File: src/rtl/otp_pkg.sv
package otp_pkg;

    // Token geometry
    localparam int TOKEN_WORDS = 2;
    localparam int CNT_W       = $clog2(TOKEN_WORDS + 1);
    localparam int IDX_W       = (TOKEN_WORDS > 1) ? $clog2(TOKEN_WORDS) : 1;

    // Durations
    localparam logic [31:0] DUR_DEFAULT = 32'd120000;
    localparam logic [31:0] DUR_MAX     = 32'h7fff_ffff;

    // Stream widths
    localparam int IN_W  = 168;
    localparam int OUT_W = 104;

    // Command queue geometry
    localparam int Q_DEPTH = 2;
    localparam int QPTR_W  = 1;
    localparam int QCNT_W  = 2;

    // Configuration register indexes
    localparam logic CFG_TOKEN_LIFETIME = 1'b0;
    localparam logic CFG_WINDOW_LENGTH  = 1'b1;

    // Raw command codes on the stream
    localparam logic [2:0] CMD_LOAD   = 3'd0;
    localparam logic [2:0] CMD_OPEN   = 3'd1;
    localparam logic [2:0] CMD_BIND   = 3'd2;
    localparam logic [2:0] CMD_PROOF  = 3'd3;
    localparam logic [2:0] CMD_READ   = 3'd4;
    localparam logic [2:0] CMD_CANCEL = 3'd5;

    typedef enum logic [2:0] {
        PH_IDLE     = 3'd0,
        PH_PREPARED = 3'd1,
        PH_WINDOW   = 3'd2,
        PH_CONSUMED = 3'd3,
        PH_EXPIRED  = 3'd4
    } phase_t;

    typedef enum logic [2:0] {
        ST_OK       = 3'd0,
        ST_STATE    = 3'd1,
        ST_EXPIRED  = 3'd2,
        ST_ARG      = 3'd3,
        ST_SESSION  = 3'd4,
        ST_CONSUMED = 3'd5,
        ST_GEN      = 3'd6,
        ST_TOKEN    = 3'd7
    } status_t;

    typedef enum logic [2:0] {
        K_LOAD,
        K_OPEN,
        K_BIND,
        K_PROOF,
        K_READ,
        K_CANCEL,
        K_ILLEGAL
    } cmd_kind_t;

    typedef enum logic [1:0] {
        BK_IDLE,
        BK_CHECK,
        BK_EXEC,
        BK_MAT
    } back_state_t;

    typedef struct packed {
        cmd_kind_t   kind;
        logic        sess_zero;
        logic [31:0] now_ms;
        logic [31:0] session_number;
        logic [31:0] claimed_generation;
        logic [63:0] token_chunk;
        logic        final_word;
    } item_t;

    // Zero selects the default, anything above 2^31-1 clamps
    function automatic logic [31:0] clean_duration(input logic [31:0] v);
        logic [31:0] r;
        if (v == 32'd0)
            r = DUR_DEFAULT;
        else if (v[31])
            r = DUR_MAX;
        else
            r = v;
        return r;
    endfunction

endpackage

File: src/rtl/otp_front.sv
module otp_front
    import otp_pkg::*;
(
    input  logic            clk,
    input  logic            rst_n,
    input  logic            s_tvalid,
    output logic            s_tready,
    input  logic [IN_W-1:0] s_tdata,
    input  logic            s_tlast,
    output logic            push,
    output item_t           push_item,
    input  logic            q_full
);

    logic      stage_valid_reg;
    logic      stage_valid_next;
    item_t     stage_item_reg;
    item_t     stage_item_next;
    cmd_kind_t kind;
    logic      take;

    // Classify the raw command code
    always_comb
    begin
        case (s_tdata[2:0])
            CMD_LOAD:   kind = K_LOAD;
            CMD_OPEN:   kind = K_OPEN;
            CMD_BIND:   kind = K_BIND;
            CMD_PROOF:  kind = K_PROOF;
            CMD_READ:   kind = K_READ;
            CMD_CANCEL: kind = K_CANCEL;
            default:    kind = K_ILLEGAL;
        endcase
    end

    // Accept a beat whenever the stage is empty or drains this cycle
    assign push     = stage_valid_reg && !q_full;
    assign s_tready = !stage_valid_reg || !q_full;
    assign take     = s_tvalid && s_tready;

    always_comb
    begin
        stage_valid_next = stage_valid_reg;
        stage_item_next  = stage_item_reg;
        if (push)
            stage_valid_next = 1'b0;
        if (take)
        begin
            stage_valid_next                   = 1'b1;
            stage_item_next.kind               = kind;
            stage_item_next.now_ms             = s_tdata[34:3];
            stage_item_next.session_number     = s_tdata[66:35];
            stage_item_next.sess_zero          = (s_tdata[66:35] == 32'd0);
            stage_item_next.claimed_generation = s_tdata[98:67];
            stage_item_next.token_chunk        = s_tdata[162:99];
            stage_item_next.final_word         = s_tlast;
        end
    end

    always_ff @(posedge clk or negedge rst_n)
    begin
        if (!rst_n)
            stage_valid_reg <= 1'b0;
        else
            stage_valid_reg <= stage_valid_next;
    end

    always_ff @(posedge clk)
    begin
        stage_item_reg <= stage_item_next;
    end

    assign push_item = stage_item_reg;

endmodule

File: src/rtl/otp_queue.sv
module otp_queue
    import otp_pkg::*;
(
    input  logic  clk,
    input  logic  rst_n,
    input  logic  push,
    input  item_t push_item,
    output logic  full,
    input  logic  pop,
    output item_t pop_item,
    output logic  empty
);

    item_t             entry_reg [Q_DEPTH];
    logic [QPTR_W-1:0] wr_ptr_reg;
    logic [QPTR_W-1:0] wr_ptr_next;
    logic [QPTR_W-1:0] rd_ptr_reg;
    logic [QPTR_W-1:0] rd_ptr_next;
    logic [QCNT_W-1:0] count_reg;
    logic [QCNT_W-1:0] count_next;

    assign full     = (count_reg == QCNT_W'(Q_DEPTH));
    assign empty    = (count_reg == '0);
    assign pop_item = entry_reg[rd_ptr_reg];

    // Advance pointers and the fill count
    always_comb
    begin
        wr_ptr_next = wr_ptr_reg;
        rd_ptr_next = rd_ptr_reg;
        count_next  = count_reg;
        if (push)
            wr_ptr_next = wr_ptr_reg + 1'b1;
        if (pop)
            rd_ptr_next = rd_ptr_reg + 1'b1;
        if (push && !pop)
            count_next = count_reg + 1'b1;
        else if (pop && !push)
            count_next = count_reg - 1'b1;
    end

    always_ff @(posedge clk or negedge rst_n)
    begin
        if (!rst_n)
        begin
            wr_ptr_reg <= '0;
            rd_ptr_reg <= '0;
            count_reg  <= '0;
        end
        else
        begin
            wr_ptr_reg <= wr_ptr_next;
            rd_ptr_reg <= rd_ptr_next;
            count_reg  <= count_next;
        end
    end

    always_ff @(posedge clk)
    begin
        if (push)
            entry_reg[wr_ptr_reg] <= push_item;
    end

endmodule

File: src/rtl/otp_back.sv
module otp_back
    import otp_pkg::*;
(
    input  logic             clk,
    input  logic             rst_n,
    input  logic             cfg_we,
    input  logic             cfg_index,
    input  logic [31:0]      cfg_data,
    input  logic             q_empty,
    input  item_t            q_item,
    output logic             pop,
    output logic             m_tvalid,
    input  logic             m_tready,
    output logic [OUT_W-1:0] m_tdata,
    output logic             m_tlast
);

    // Configuration, held already cleaned
    logic [31:0] lifetime_reg;
    logic [31:0] window_len_reg;

    // Sequencer
    back_state_t      state_reg, state_next;
    item_t            cur_reg, cur_next;
    logic [IDX_W-1:0] mat_idx_reg, mat_idx_next;

    // Pairing state
    phase_t      phase_reg, phase_next;
    logic [63:0] live_reg [TOKEN_WORDS];
    logic [63:0] live_next [TOKEN_WORDS];
    logic [63:0] staged_reg [TOKEN_WORDS];
    logic [63:0] staged_next [TOKEN_WORDS];
    logic [CNT_W-1:0] ld_cnt_reg, ld_cnt_next;
    logic             ld_over_reg, ld_over_next;
    logic [CNT_W-1:0] pf_cnt_reg, pf_cnt_next;
    logic             pf_over_reg, pf_over_next;
    logic             pf_diff_reg, pf_diff_next;
    logic [31:0]      gen_reg, gen_next;
    logic [31:0]      bound_reg, bound_next;
    logic [31:0]      tok_dl_reg, tok_dl_next;
    logic [31:0]      win_dl_reg, win_dl_next;

    // Timing checks computed in the check state and registered ahead of execution
    logic        tok_hit_reg, tok_hit_next;
    logic        win_hit_reg, win_hit_next;
    logic [31:0] new_tok_dl_reg, new_tok_dl_next;
    logic [31:0] new_win_dl_reg, new_win_dl_next;
    logic [31:0] tok_diff;
    logic [31:0] win_diff;

    // Output register
    logic        out_valid_reg, out_valid_next;
    status_t     out_status_reg, out_status_next;
    phase_t      out_phase_reg, out_phase_next;
    logic [31:0] out_gen_reg, out_gen_next;
    logic [63:0] out_word_reg, out_word_next;
    logic        out_active_reg, out_active_next;
    logic        out_last_reg, out_last_next;

    // Execution helpers
    logic        out_free;
    logic        lapsed;
    logic        ld_fits;
    logic        pf_fits;
    logic [CNT_W-1:0] ld_cnt_inc;
    logic [CNT_W-1:0] pf_cnt_inc;
    logic        ld_over_inc;
    logic        pf_over_inc;
    logic        pf_diff_inc;
    logic [63:0] staged_eff [TOKEN_WORDS];
    logic [31:0] gen_bump;
    status_t     status;

    assign out_free = !out_valid_reg || m_tready;
    assign tok_diff = cur_reg.now_ms - tok_dl_reg;
    assign win_diff = cur_reg.now_ms - win_dl_reg;
    assign lapsed   = tok_hit_reg || ((phase_reg == PH_WINDOW) && win_hit_reg);
    assign ld_fits  = (ld_cnt_reg < CNT_W'(TOKEN_WORDS));
    assign pf_fits  = (pf_cnt_reg < CNT_W'(TOKEN_WORDS));
    assign ld_cnt_inc  = ld_fits ? ld_cnt_reg + 1'b1 : ld_cnt_reg;
    assign pf_cnt_inc  = pf_fits ? pf_cnt_reg + 1'b1 : pf_cnt_reg;
    assign ld_over_inc = ld_over_reg || !ld_fits;
    assign pf_over_inc = pf_over_reg || !pf_fits;
    assign pf_diff_inc = pf_diff_reg ||
                         (pf_fits && (cur_reg.token_chunk != live_reg[pf_cnt_reg[IDX_W-1:0]]));
    assign gen_bump = (gen_reg == 32'hffff_ffff) ? 32'd1 : gen_reg + 32'd1;

    // Staged token with this beat's word slotted in
    always_comb
    begin
        for (int i = 0; i < TOKEN_WORDS; i++)
            staged_eff[i] = staged_reg[i];
        if (ld_fits)
            staged_eff[ld_cnt_reg[IDX_W-1:0]] = cur_reg.token_chunk;
    end

    // Sequencer: pop, check deadlines, execute, stream material words
    always_comb
    begin
        state_next      = state_reg;
        cur_next        = cur_reg;
        mat_idx_next    = mat_idx_reg;
        phase_next      = phase_reg;
        ld_cnt_next     = ld_cnt_reg;
        ld_over_next    = ld_over_reg;
        pf_cnt_next     = pf_cnt_reg;
        pf_over_next    = pf_over_reg;
        pf_diff_next    = pf_diff_reg;
        gen_next        = gen_reg;
        bound_next      = bound_reg;
        tok_dl_next     = tok_dl_reg;
        win_dl_next     = win_dl_reg;
        tok_hit_next    = tok_hit_reg;
        win_hit_next    = win_hit_reg;
        new_tok_dl_next = new_tok_dl_reg;
        new_win_dl_next = new_win_dl_reg;
        for (int i = 0; i < TOKEN_WORDS; i++)
        begin
            live_next[i]   = live_reg[i];
            staged_next[i] = staged_reg[i];
        end
        out_valid_next  = out_valid_reg && !m_tready;
        out_status_next = out_status_reg;
        out_phase_next  = out_phase_reg;
        out_gen_next    = out_gen_reg;
        out_word_next   = out_word_reg;
        out_active_next = out_active_reg;
        out_last_next   = out_last_reg;
        status          = ST_OK;
        pop             = 1'b0;

        case (state_reg)
            BK_IDLE:
            begin
                if (!q_empty)
                begin
                    pop        = 1'b1;
                    cur_next   = q_item;
                    state_next = BK_CHECK;
                end
            end

            BK_CHECK:
            begin
                tok_hit_next    = !tok_diff[31];
                win_hit_next    = !win_diff[31];
                new_tok_dl_next = cur_reg.now_ms + lifetime_reg;
                new_win_dl_next = cur_reg.now_ms + window_len_reg;
                state_next      = BK_EXEC;
            end

            BK_EXEC:
            begin
                if (out_free)
                begin
                    state_next = BK_IDLE;
                    case (cur_reg.kind)
                        K_LOAD:
                        begin
                            if (ld_fits)
                                staged_next[ld_cnt_reg[IDX_W-1:0]] = cur_reg.token_chunk;
                            ld_cnt_next  = ld_cnt_inc;
                            ld_over_next = ld_over_inc;
                            if (cur_reg.final_word)
                            begin
                                ld_cnt_next  = '0;
                                ld_over_next = 1'b0;
                                if (ld_over_inc || ld_cnt_inc != CNT_W'(TOKEN_WORDS))
                                    status = ST_STATE;
                                else
                                begin
                                    for (int i = 0; i < TOKEN_WORDS; i++)
                                        live_next[i] = staged_eff[i];
                                    gen_next    = gen_bump;
                                    bound_next  = 32'd0;
                                    tok_dl_next = new_tok_dl_reg;
                                    win_dl_next = 32'd0;
                                    phase_next  = PH_PREPARED;
                                end
                            end
                        end

                        K_OPEN:
                        begin
                            if (phase_reg != PH_PREPARED && phase_reg != PH_WINDOW)
                                status = ST_STATE;
                            else if (lapsed)
                            begin
                                phase_next = PH_EXPIRED;
                                status     = ST_EXPIRED;
                            end
                            else if (phase_reg == PH_PREPARED)
                            begin
                                win_dl_next = new_win_dl_reg;
                                phase_next  = PH_WINDOW;
                            end
                        end

                        K_BIND:
                        begin
                            if (cur_reg.sess_zero)
                                status = ST_ARG;
                            else if (phase_reg != PH_WINDOW)
                                status = ST_STATE;
                            else if (lapsed)
                            begin
                                phase_next = PH_EXPIRED;
                                status     = ST_EXPIRED;
                            end
                            else if (bound_reg != 32'd0 && bound_reg != cur_reg.session_number)
                                status = ST_SESSION;
                            else
                                bound_next = cur_reg.session_number;
                        end

                        K_PROOF:
                        begin
                            pf_cnt_next  = pf_cnt_inc;
                            pf_over_next = pf_over_inc;
                            pf_diff_next = pf_diff_inc;
                            if (cur_reg.final_word)
                            begin
                                pf_cnt_next  = '0;
                                pf_over_next = 1'b0;
                                pf_diff_next = 1'b0;
                                if (cur_reg.sess_zero)
                                    status = ST_ARG;
                                else if (pf_over_inc || pf_cnt_inc != CNT_W'(TOKEN_WORDS))
                                    status = ST_ARG;
                                else if (phase_reg == PH_CONSUMED)
                                    status = ST_CONSUMED;
                                else if (phase_reg == PH_IDLE)
                                    status = ST_STATE;
                                else if (phase_reg == PH_EXPIRED)
                                    status = ST_EXPIRED;
                                else if (phase_reg != PH_WINDOW)
                                    status = ST_STATE;
                                else if (lapsed)
                                begin
                                    phase_next = PH_EXPIRED;
                                    status     = ST_EXPIRED;
                                end
                                else if (cur_reg.claimed_generation != gen_reg)
                                    status = ST_GEN;
                                else if (pf_diff_inc)
                                    status = ST_TOKEN;
                                else if (bound_reg != 32'd0 &&
                                         bound_reg != cur_reg.session_number)
                                    status = ST_SESSION;
                                else
                                begin
                                    bound_next = cur_reg.session_number;
                                    for (int i = 0; i < TOKEN_WORDS; i++)
                                        live_next[i] = 64'd0;
                                    phase_next = PH_CONSUMED;
                                end
                            end
                        end

                        K_READ:
                        begin
                            if (phase_reg != PH_PREPARED && phase_reg != PH_WINDOW)
                                status = ST_STATE;
                            else if (lapsed)
                                status = ST_EXPIRED;
                        end

                        K_CANCEL:
                        begin
                            for (int i = 0; i < TOKEN_WORDS; i++)
                                live_next[i] = 64'd0;
                            gen_next     = 32'd0;
                            bound_next   = 32'd0;
                            tok_dl_next  = 32'd0;
                            win_dl_next  = 32'd0;
                            ld_cnt_next  = '0;
                            ld_over_next = 1'b0;
                            pf_cnt_next  = '0;
                            pf_over_next = 1'b0;
                            pf_diff_next = 1'b0;
                            phase_next   = PH_IDLE;
                        end

                        default:
                        begin
                            status = ST_STATE;
                        end
                    endcase

                    // Load the result beat
                    out_valid_next  = 1'b1;
                    out_status_next = status;
                    out_phase_next  = phase_next;
                    out_gen_next    = 32'd0;
                    out_word_next   = 64'd0;
                    out_active_next = 1'b0;
                    out_last_next   = 1'b1;
                    if (cur_reg.kind == K_READ && status == ST_OK)
                    begin
                        out_gen_next    = gen_reg;
                        out_word_next   = live_reg[0];
                        out_active_next = 1'b1;
                        out_last_next   = (TOKEN_WORDS == 1);
                        if (TOKEN_WORDS > 1)
                        begin
                            mat_idx_next = IDX_W'(1);
                            state_next   = BK_MAT;
                        end
                    end
                end
            end

            BK_MAT:
            begin
                if (out_free)
                begin
                    out_valid_next  = 1'b1;
                    out_status_next = ST_OK;
                    out_phase_next  = phase_reg;
                    out_gen_next    = gen_reg;
                    out_word_next   = live_reg[mat_idx_reg];
                    out_active_next = 1'b1;
                    out_last_next   = (mat_idx_reg == IDX_W'(TOKEN_WORDS - 1));
                    mat_idx_next    = mat_idx_reg + 1'b1;
                    if (mat_idx_reg == IDX_W'(TOKEN_WORDS - 1))
                        state_next = BK_IDLE;
                end
            end

            default:
            begin
                state_next = BK_IDLE;
            end
        endcase
    end

    // Control state
    always_ff @(posedge clk or negedge rst_n)
    begin
        if (!rst_n)
        begin
            state_reg      <= BK_IDLE;
            phase_reg      <= PH_IDLE;
            ld_cnt_reg     <= '0;
            ld_over_reg    <= 1'b0;
            pf_cnt_reg     <= '0;
            pf_over_reg    <= 1'b0;
            pf_diff_reg    <= 1'b0;
            gen_reg        <= 32'd0;
            bound_reg      <= 32'd0;
            tok_dl_reg     <= 32'd0;
            win_dl_reg     <= 32'd0;
            out_valid_reg  <= 1'b0;
            lifetime_reg   <= DUR_DEFAULT;
            window_len_reg <= DUR_DEFAULT;
            for (int i = 0; i < TOKEN_WORDS; i++)
                live_reg[i] <= 64'd0;
        end
        else
        begin
            state_reg     <= state_next;
            phase_reg     <= phase_next;
            ld_cnt_reg    <= ld_cnt_next;
            ld_over_reg   <= ld_over_next;
            pf_cnt_reg    <= pf_cnt_next;
            pf_over_reg   <= pf_over_next;
            pf_diff_reg   <= pf_diff_next;
            gen_reg       <= gen_next;
            bound_reg     <= bound_next;
            tok_dl_reg    <= tok_dl_next;
            win_dl_reg    <= win_dl_next;
            out_valid_reg <= out_valid_next;
            for (int i = 0; i < TOKEN_WORDS; i++)
                live_reg[i] <= live_next[i];
            // Clean durations as they are written
            if (cfg_we && cfg_index == CFG_TOKEN_LIFETIME)
                lifetime_reg <= clean_duration(cfg_data);
            if (cfg_we && cfg_index == CFG_WINDOW_LENGTH)
                window_len_reg <= clean_duration(cfg_data);
        end
    end

    // Payload registers
    always_ff @(posedge clk)
    begin
        cur_reg        <= cur_next;
        mat_idx_reg    <= mat_idx_next;
        tok_hit_reg    <= tok_hit_next;
        win_hit_reg    <= win_hit_next;
        new_tok_dl_reg <= new_tok_dl_next;
        new_win_dl_reg <= new_win_dl_next;
        out_status_reg <= out_status_next;
        out_phase_reg  <= out_phase_next;
        out_gen_reg    <= out_gen_next;
        out_word_reg   <= out_word_next;
        out_active_reg <= out_active_next;
        out_last_reg   <= out_last_next;
        for (int i = 0; i < TOKEN_WORDS; i++)
            staged_reg[i] <= staged_next[i];
    end

    assign m_tvalid = out_valid_reg;
    assign m_tlast  = out_last_reg;
    assign m_tdata  = {1'b0, out_active_reg, out_word_reg, out_gen_reg,
                       out_phase_reg, out_status_reg};

endmodule

File: src/rtl/one_time_token_pairing_fsm.sv
// One-time pairing controller. Commands enter on the s_ stream, one beat each,
// and every command answers with one result beat on the m_ stream; a successful
// material read answers with TOKEN_WORDS beats, word 0 first, with tlast on the
// final one. An input register classifies each beat and hands it through a
// two-entry command queue to the execution sequencer, which takes a command
// through dequeue, deadline check and execute in turn and streams any further
// material words before it dequeues the next one. The output register lets
// the input keep accepting while a result waits. Lifetime and window length
// must be written on the cfg port only while no command is in flight; the
// block itself does not enforce this. Zero selects 120000 ms and values above
// 2^31-1 clamp. Deadlines count as reached when bit 31 of (now_ms - deadline)
// is clear, so the millisecond clock may wrap freely.
module one_time_token_pairing_fsm
    import otp_pkg::*;
(
    input  logic             clk,
    input  logic             rst_n,
    // Configuration writes
    input  logic             cfg_we,
    input  logic             cfg_index,
    input  logic [31:0]      cfg_data,
    // Command beats
    input  logic             s_tvalid,
    output logic             s_tready,
    // command[2:0], now_ms[34:3], session_number[66:35],
    // claimed_generation[98:67], token_chunk[162:99], zero pad[167:163]
    input  logic [IN_W-1:0]  s_tdata,
    input  logic             s_tlast,   // final_word
    // Result beats
    output logic             m_tvalid,
    input  logic             m_tready,
    // status[2:0], phase_now[5:3], generation_out[37:6],
    // material_word[101:38], material_active[102], zero pad[103]
    output logic [OUT_W-1:0] m_tdata,
    output logic             m_tlast    // last_result
);

    logic  push;
    item_t push_item;
    logic  q_full;
    logic  pop;
    item_t pop_item;
    logic  q_empty;

    otp_front u_front (
        .clk       (clk),
        .rst_n     (rst_n),
        .s_tvalid  (s_tvalid),
        .s_tready  (s_tready),
        .s_tdata   (s_tdata),
        .s_tlast   (s_tlast),
        .push      (push),
        .push_item (push_item),
        .q_full    (q_full)
    );

    otp_queue u_queue (
        .clk       (clk),
        .rst_n     (rst_n),
        .push      (push),
        .push_item (push_item),
        .full      (q_full),
        .pop       (pop),
        .pop_item  (pop_item),
        .empty     (q_empty)
    );

    otp_back u_back (
        .clk       (clk),
        .rst_n     (rst_n),
        .cfg_we    (cfg_we),
        .cfg_index (cfg_index),
        .cfg_data  (cfg_data),
        .q_empty   (q_empty),
        .q_item    (pop_item),
        .pop       (pop),
        .m_tvalid  (m_tvalid),
        .m_tready  (m_tready),
        .m_tdata   (m_tdata),
        .m_tlast   (m_tlast)
    );

endmodule

File: config.mk
export PLATFORM = sky130hd
export DESIGN_NAME = one_time_token_pairing_fsm
export DESIGN_NICKNAME = d
export VERILOG_FILES = /design/src/rtl/otp_pkg.sv /design/src/rtl/otp_front.sv /design/src/rtl/otp_queue.sv /design/src/rtl/otp_back.sv /design/src/rtl/one_time_token_pairing_fsm.sv
export SDC_FILE = /design/constraint.sdc
export NUM_CORES = 2
export LEC_CHECK = 0
export ABC_AREA = 1
export BUFFER_PORTS_ARGS = -buffer_cell sky130_fd_sc_hd__buf_2
export CORE_UTILIZATION = 45
export DETAILED_ROUTE_END_ITERATION = 7
export MAX_ROUTING_LAYER = met4
export SYNTH_ARGS = -nofsm -noshare
export SYNTH_HDL_FRONTEND = slang
export SYNTH_SLANG_ARGS = --single-unit
File: constraint.sdc
create_clock -name clk -period 16.56 [get_ports clk]
set_input_delay 3.312 -clock clk [delete_from_list [all_inputs] [get_ports clk]]
set_output_delay 3.312 -clock clk [all_outputs]
set_load 0.03 [all_outputs]
==> summary.md <==
| Metric | Value |
|---|---|
| Status | finished, final reports clean |
| Final Cell Area | between 60000 and 70000 um^2 |
| ANT nets after route | 0 |
| Row count | ~130 |
| Largest net degree at the start of global routing | approximately 120 |
| Die Wd | between 300 and 400 um |
| Core Util, Final | 51.88% |
| Synth warn | 0 |
| Final Hold Fails | 0 |
| Port buffer count | between 300 and 400 |
| Initial antenna violation count | 4 |
| Avg WL per Cell | 18.42 um |
| Count of cell types in the netlist | 56 |
| Vias | 36670 |
| Sequential share of the synthesized area | 67.50% |
| Hold Path Cell Cnt | 0 |
| Via/cell ratio | between 5 and 6 |
| Flops & latches, synth | around 1300 |
| Setup violators final | 0 |
| Post-synthesis mux area share | less than 1% |
| FF-to-FF path depth | 23 |
| Global-route wire length before repair | ~200 mm |
| Async SR Flop Fraction | between 20% and 30% |
| Syn_area_per_cell | 10.93 um^2 |
| Largest family of logic cells by synthesized area | simple AND/OR/NAND/NOR gates |
| Worst-Skew Late Latency | 0.78 ns |
| DRC violations left | 0 |
| Post-synth net total | around 5400 |
| Core area | about 120000 um^2 |
| EDFF count, synth | about 960 |
| Relative slew slack | between 20% and 30% |
| Root Buffer | clkbuf_16 |
| Worst VDD drop | 0.1338 mV |
| Simple-gate share of the synthesized area | roughly 16% |
| P&R area growth vs syn | 14.52% |
| Register area | around 37000 um^2 |
| Synth Flop Type | edfxtp_1 |
| H-tree depth | 4 |
| Initial detailed-routing violation count | 2732 |
| Critical path fanouts, max | approximately 110 |
| Pleak | around 26 nW |
| Period utilisation layout | around 35% |
| CTS tree | done |
| Pins Over Slew Limit | 0 |
| Reg clk slew, reported paths | 0.06 ns |
| CP Capture Type | flop |
| Clk buf depth | 3 |
| Placement-stage cell area | 58320 um^2 |
| Drt pass-1 iters | 6 |
| Nets | ~5700 |
| Actual slew at the worst max-slew pin | 1.076 ns |
| Setup crit start kind | input pin |
| Total CTS buffers | approximately 140 |
| Max Freq | roughly 170 MHz |
| Crit path arrival time | roughly 6.3 ns |
| Die Height | 352.1 um |
| Post-CTS Hold Fix Bufs | 0 |
| Post-Synth XOR/XNOR Area | ~1.9% |
| Min-delay src | u_front.push_item[112] |
| Grt total ovfl | 0 |
| Total Wirelength | 130.6 mm |
| RR Endpoint | u_back.out_word_reg[50] |
| Syn Inst Count | ~5000 |
| # IOs | approximately 310 |
| Setup bufs post-CTS | 0 |
| Total of max-cap violations | 0 |
| Worst r2r src | u_back.pf_cnt_reg[0] |
| Starting Density | a little under half |
| Hold endpoint | u_queue.entry_reg[0][112] |
| Die area | 123900 um^2 |
| Share of cells above drive strength 1 | 11.58% |
| Setup TNS | 0 ns |
| CTS resizes | 0 |
| Critical Setup Path Class | input pin to flop |
| Crit-path cells | buf_2 > nor2_1 > inv_1 > nand2_1 > inv_1 > nand2_1 > nor2_1 > o211ai_1 > a21oi_1 > and2_4 > buf_4 > o21ai_0 |
| CP max stage cell | buf_4 |
| Multi-input gate area | 15270 um^2 |
| Power Dens Cells | between 200 and 250 nW/um^2 |
| GPL Wtd Cong | just under 0.9 |
| Post-Syn Area | roughly 55000 um^2 |
| Max FFs per register | 330 |
| Sinks on Clock Net | between 1000 and 1500 |
| Min-Delay Path Class | flop to flop |
| RSZ-0062 raised after global routing | no |
| Worst EP required | 17.15 ns |
| Tmin final | 5.735 ns |
| GRT Total Usage | a little over a fifth |
| Compound-Gate Fraction of Synth Area | between 6 and 7% |
| Fillers | 10710 |
| Clk_skew | 0.02410 ns |
| Post-DP HPWL | just over 80 mm |
| CP peak stage delay | 0.89 ns |
| Adder-cell share of the synthesized area | between 2 and 3% |
| Reg2reg setup slack | roughly 11 ns |
| Number of global-route vias before repair | approximately 36000 |
layout make-up:
class                           instances  share of cell area, %
Tap cell                             1625                  3.220
Inverter                              504                  3.023
Antenna cell                            1               0.003963
Sequential cell                      1295                  58.95
Multi-Input combinational cell       3049                  24.17
Clock buffer                          190                  6.124
Timing Repair Buffer                  350                  2.980
Clock inverter                         76                  1.524
worst max-delay path, delay by kind of cell:
kind / cells / cell delay (ns)
compound gates: 3 / 0.45
simple gates: 5 / 1.17
buf+inv: 4 / 1.28
logic make-up (layout without fill, tap and decap cells):
group / count (synthesis) / count (layout)
multiplexers: 7 / 7
buffers and inverters: 702 / 1120
AO/OA/AOI/OAI: 677 / 677
flip-flops: 1295 / 1295
adder cells (fa/ha/maj): 128 / 128
AND/OR/NAND/NOR: 2117 / 2117
XOR/XNOR: 119 / 119
other: 1 / 2
synth_stat cells, drive strengths merged, types with 7 or more instances:
cell type	count	share of area, %
nand4	37	0.42
ha	126	2.9
a211oi	9	0.12
xnor2	63	1.0
edfxtp	959	52
dfrtp	322	15
inv	503	3.4
nand2	1284	8.7
a21boi	8	0.11
nand3	395	3.6
mux2	7	0.14
dfstp	14	0.67
or2	21	0.24
nor3	40	0.37
nor4	31	0.35
a31oi	66	0.75
xor2	56	0.89
a21oi	188	1.7
o21ai	355	3.2
clkbuf	144	0.98
buf	54	0.57
nor2	304	2.1
per-stage QoR:
| stage | hold slack, ns | power, W | setup slack [ns] | std cells |
|---|---|---|---|---|
| finish | 0.4382 | 0.01306 | 10.82 | 7090 |
| floorplan | 0.4215 | 0.008595 | 6.605 | 5046 |
| global route | 0.4459 | 0.01394 | 10.53 | 7090 |
| CTS | 0.4398 | 0.01319 | 10.90 | 7089 |
| detailed placement | 0.4290 | 0.009897 | 10.08 | 6823 |
| global placement | 0.4234 | 0.009799 | 10.13 | 6823 |
worst max path at each step:
stage	from	end	cells past startpoint
after detailed placement	m_tready	u_back.live_reg[81]	12
after CTS	m_tready	u_back.live_reg[81]	12
final	m_tready	u_back.live_reg[19]	12
after global routing	m_tready	u_back.live_reg[80]	13
after global placement	m_tready	u_back.live_reg[19]	13
after floorplan	u_back.state_reg[1]	u_queue.count_reg[1]	8
layer usage:
metal | part of all wire, % | GRT usage, % | up-vias | wire length (um)
li1 | - | - | 17770 | -
met3 | 5.6 | 3.213 | 205 | 7376
met2 | 47 | 33.79 | 1029 | 60840
met1 | 45 | 29.87 | 17660 | 59400
met5 | 0 | - | - | 0
met4 | 2.3 | 6.426 | 0 | 2979
cells in the final DEF (no fill, tap or decap), drive strengths merged, types with 7 or more instances in the layout:
| master | count |
|---|---|
| clkbuf | 190 |
| ha | 126 |
| o21ai | 355 |
| nand2 | 1284 |
| xnor2 | 63 |
| mux2 | 7 |
| a211oi | 9 |
| nand3 | 395 |
| nor4 | 31 |
| bufinv | 16 |
| a21boi | 8 |
| nor2 | 304 |
| nor3 | 40 |
| nand4 | 37 |
| inv | 514 |
| dfrtp | 322 |
| buf | 350 |
| xor2 | 56 |
| a21oi | 188 |
| or2 | 21 |
| dfstp | 14 |
| a31oi | 66 |
| edfxtp | 959 |
| clkinv | 45 |
power breakdown:
part           internal [W]  leakage, nW  switching (W)
sequential          0.00500         13.1       0.000565
clock               0.00192         2.34        0.00133
combinational       0.00123         10.6        0.00302
Note: power is estimated with default switching activity, not from simulation.
